`src/rtl/ppit_ram.sv`:
```
// Generic single-write, single-read RAM with registered read data.
module ppit_ram #(
  parameter int WIDTH = 32,
  parameter int DEPTH = 64
) (
  input  logic                     clk,
  input  logic                     we,
  input  logic [$clog2(DEPTH)-1:0] waddr,
  input  logic [WIDTH-1:0]         wdata,
  input  logic                     re,
  input  logic [$clog2(DEPTH)-1:0] raddr,
  output logic [WIDTH-1:0]         rdata
);

  logic [WIDTH-1:0] mem [DEPTH];

  always_ff @(posedge clk) begin
    if (we) begin
      mem[waddr] <= wdata;
    end
    if (re) begin
      rdata <= mem[raddr];
    end
  end

endmodule

```
`config.mk`:
```
export PLATFORM = sky130hd
export DESIGN_NAME = ppit_ram
export DESIGN_NICKNAME = d
export VERILOG_FILES = /design/src/rtl/ppit_ram.sv
export SDC_FILE = /design/constraint.sdc
export NUM_CORES = 2
export LEC_CHECK = 0
export ABC_AREA = 1
export ABC_CLOCK_PERIOD_IN_PS = 5700
export BUFFER_PORTS_ARGS = -buffer_cell sky130_fd_sc_hd__buf_2
export CORE_UTILIZATION = 43
export DETAILED_ROUTE_END_ITERATION = 8
export PLACE_DENSITY = 0.6
export RECOVER_POWER = 25
export SLEW_MARGIN = 15
export SYNTH_ARGS = -nofsm -noshare
export SYNTH_HDL_FRONTEND = slang
export SYNTH_SLANG_ARGS = --single-unit
export TNS_END_PERCENT = 1
```
`constraint.sdc`:
```
create_clock -name clk -period 5.7 [get_ports clk]
set_clock_uncertainty 0.15 [all_clocks]
set_input_delay 0.285 -clock clk [delete_from_list [all_inputs] [get_ports clk]]
set_output_delay 0.285 -clock clk [all_outputs]
set_load 0.02 [all_outputs]
```
==> results.cfg <==
[global_routing]
grt_overflow = 0
met3_usage_pct = 3.87
grt_util_met2_pct = 40.8
grt_max_degree = 173
grt_pass1_vias = 51500
top_usage_layer = met2
grt_pass1_wl_um = 363000
grt.total_usage_pct = 25.7
use_met1_pct = 35.5
antenna_found_initial = 17

[cts]
cts_max_level = 4
cts_sinks = 2080
cts_tree = done
worstSkewPairLatency_ps = 870
cts_setup_buffers = 0
clk_pin_slew_ps = 60
cts-resized-gates = 0
cts_buffer_depth = 3
root_buffer = clkbuf_16
cts_inserted_buffers = 205

[setup_path]
crit_path_max_fanout = 65
critPathCaptureType = register
setup.worst_path.class = in -> reg
cp-startpoint = wdata[15]
cp-start-kind = input port
rrSetupSlack_ps = 3540
reg2reg_to = rdata[10]$_DFFE_PP_
slowest_delay_ps = 2730
worstReg2RegStart = mem[38][10]$_DFFE_PP_
ff2ff_path_depth = 8
cp_cell_sequence = buf_2 > clkbuf_1
crit_end = mem[17][15]$_DFFE_PP_
crit_required_ps = 5630
crit_buf_inv = 2
critical-path-top-delay-family = buffers and inverters
slowest_stage = clkbuf_1
crit_cells = 2
arrival_ps = 3220

[synth]
synth_fa_ha_area_share_pct = 0
synth.area.mux_share_pct = 0
synth.top_cell.area_share_pct = 75.2
synth_commonest_cells = nand2_1, edfxtp_1, nand3_1
synthFlopType = edfxtp_1
yosys-top-cells-area = edfxtp_1, nand3_1, nand2_1, buf_2, buf_4
post-synth-top-count-cell = nand2_1
synth_top_cell_by_area = edfxtp_1
yosysUniqueCellTypes = 15
postSynthAreaPerCell_um2 = 12.3
synthCells = 6769
ys_seq_elements = 2080
synth_area_mm2 = 0.0831
synth_nets = 6816
yosysSeqAreaShare_pct = 75.2
synthSimpleGateAreaFrac_pct = 22.0
synth_top_family_by_area = simple AND/OR/NAND/NOR gates
synth_edf_count = 2080
synthArstFlopShare_pct = 0
synth-compound-area-share_pct = 0
yosys_warnings = 0
synth_xor_area_share_pct = 0

[route]
vias = 54600
drtIter0Drc = 6886
drt_pass1_iterations = 6
drc_errors = 0
post_drt_wl_per_cell_um = 26.7
ant_nets = 0
viasPerCell = 5.76
drt_wl_total_um = 253000

[flow_run]
drv_cap = 17

[placement]
hpwlAfterDp_um = 132000
place_congestion = 0.860
io_buffers = 78
placedCellCount = 9072

[run_status]
violations = capacitance limit, slew limit
status = finished, violations left

[worst_hold_path]
min-delay-start = raddr[5]
min_path_type = in -> reg

[final_layout]
area_growth_syn_to_layout_pct = 12.0
fin_cells = 9480
fillerInstances = 16700
drive_above_1_share_pct = 8.29
final_util_pct = 48.7
fin_nets = 6832

[timing]
rsz0062_at_grt = false
fin_setup_tns_ps = 0
finalHoldViolations = 0
fmax_mhz = 304
max-slew-margin-rel_pct = -163
tightest_slew_ps = 3950
timing.final.crit_share_pct = 57.7
slew_violations = 1108
fin_crit_ps = 3290
setup_viol = 0

[power]
leakage_nw = 32.4
peakVddDrop_uv = 248
finalPower_mw = 32.3
powerDensity_mw_per_mm2 = 347

[floorplanning]
dieArea_mm2 = 0.195
core_area_mm2 = 0.191
start_util_pct = 43.5
die_y_um = 442
die_w_um = 442
std_cell_rows = 160
io_pins = 79
==> logic make-up (layout without fill, tap and decap cells) <==
kind of cell           Yosys count  after routing
buffers and inverters          461            651
flip-flops                    2080           2080
other                            0             10
AND/OR/NAND/NOR               4228           4228
==> how the worst min path moves through the flow <==
stage / end / slack [ps] / cells past startpoint
after detailed placement: rdata[2] / 590 / 1
after floorplan: mem[0][0]$_DFFE_PP_ / 230 / 0
after global placement: rdata[2] / 580 / 1
after global routing: rdata[9]$_DFFE_PP_ / 50 / 4
after CTS: mem[13][14]$_DFFE_PP_ / 1 / 2
final: rdata[23]$_DFFE_PP_ / 60 / 4
==> registers in the layout, summed over array words and instances, names as in the netlist <==
signal  flops
mem      2048
rdata      32
==> layout make-up <==
class	instances	area (um^2)	share of cell area (%)
sequential	2080	62500	67.1
multi-input combinational	4228	18800	20.2
clock buffer	251	5350	5.74
tap	2511	3140	3.38
timing repair buffer	258	2080	2.23
clock inverter	130	1160	1.25
inverter	12	81.3	0.0874
antenna	10	25.0	0.0269
==> routing by layer <==
metal | vias up | part of all wire, %
met5 | - | 0.0055
met4 | 2 | 4.1
li1 | 24200 | -
met3 | 441 | 8.8
met2 | 2811 | 47
met1 | 27100 | 40
==> timing repair <==
action	in CTS	in global routing
hold endpoints to repair	470	64
hold buffers	16	1
setup endpoints to repair	0	0
==> layout by cell type (no fill, tap or decap), types with 41 or more instances in the layout <==
| master | count |
|---|---|
| clkinv_2 | 41 |
| nor2_4 | 56 |
| nand2_1 | 2248 |
| clkbuf_16 | 207 |
| clkbuf_1 | 62 |
| nand3_1 | 1907 |
| buf_2 | 69 |
| buf_4 | 125 |
| edfxtp_1 | 2080 |
| clkinv_1 | 52 |
==> where the power goes <==
group / total [mW] / switching, mW / internal, mW
registers: 17.0 / 0.0539 / 17.0
clock network: 13.2 / 5.91 / 7.32
logic: 2.03 / 1.58 / 0.449
total: 32.3 / 7.54 / 24.8
==> per-stage QoR <==
| step | instance area, um^2 | worst slack, ps | hold slack, ps |
|---|---|---|---|
| 3_5_place_dp | 86400 | 2150 | 586 |
| 2_1_floorplan | 83100 | 1140 | 234 |
| 5_1_grt | 93000 | 2360 | 48.6 |
| 4_1_cts | 93100 | 2710 | 1.06 |
| 3_3_place_gp | 86400 | 2170 | 584 |
| 6_report | 93100 | 2410 | 64.4 |
(Power assumes the default switching activity.)
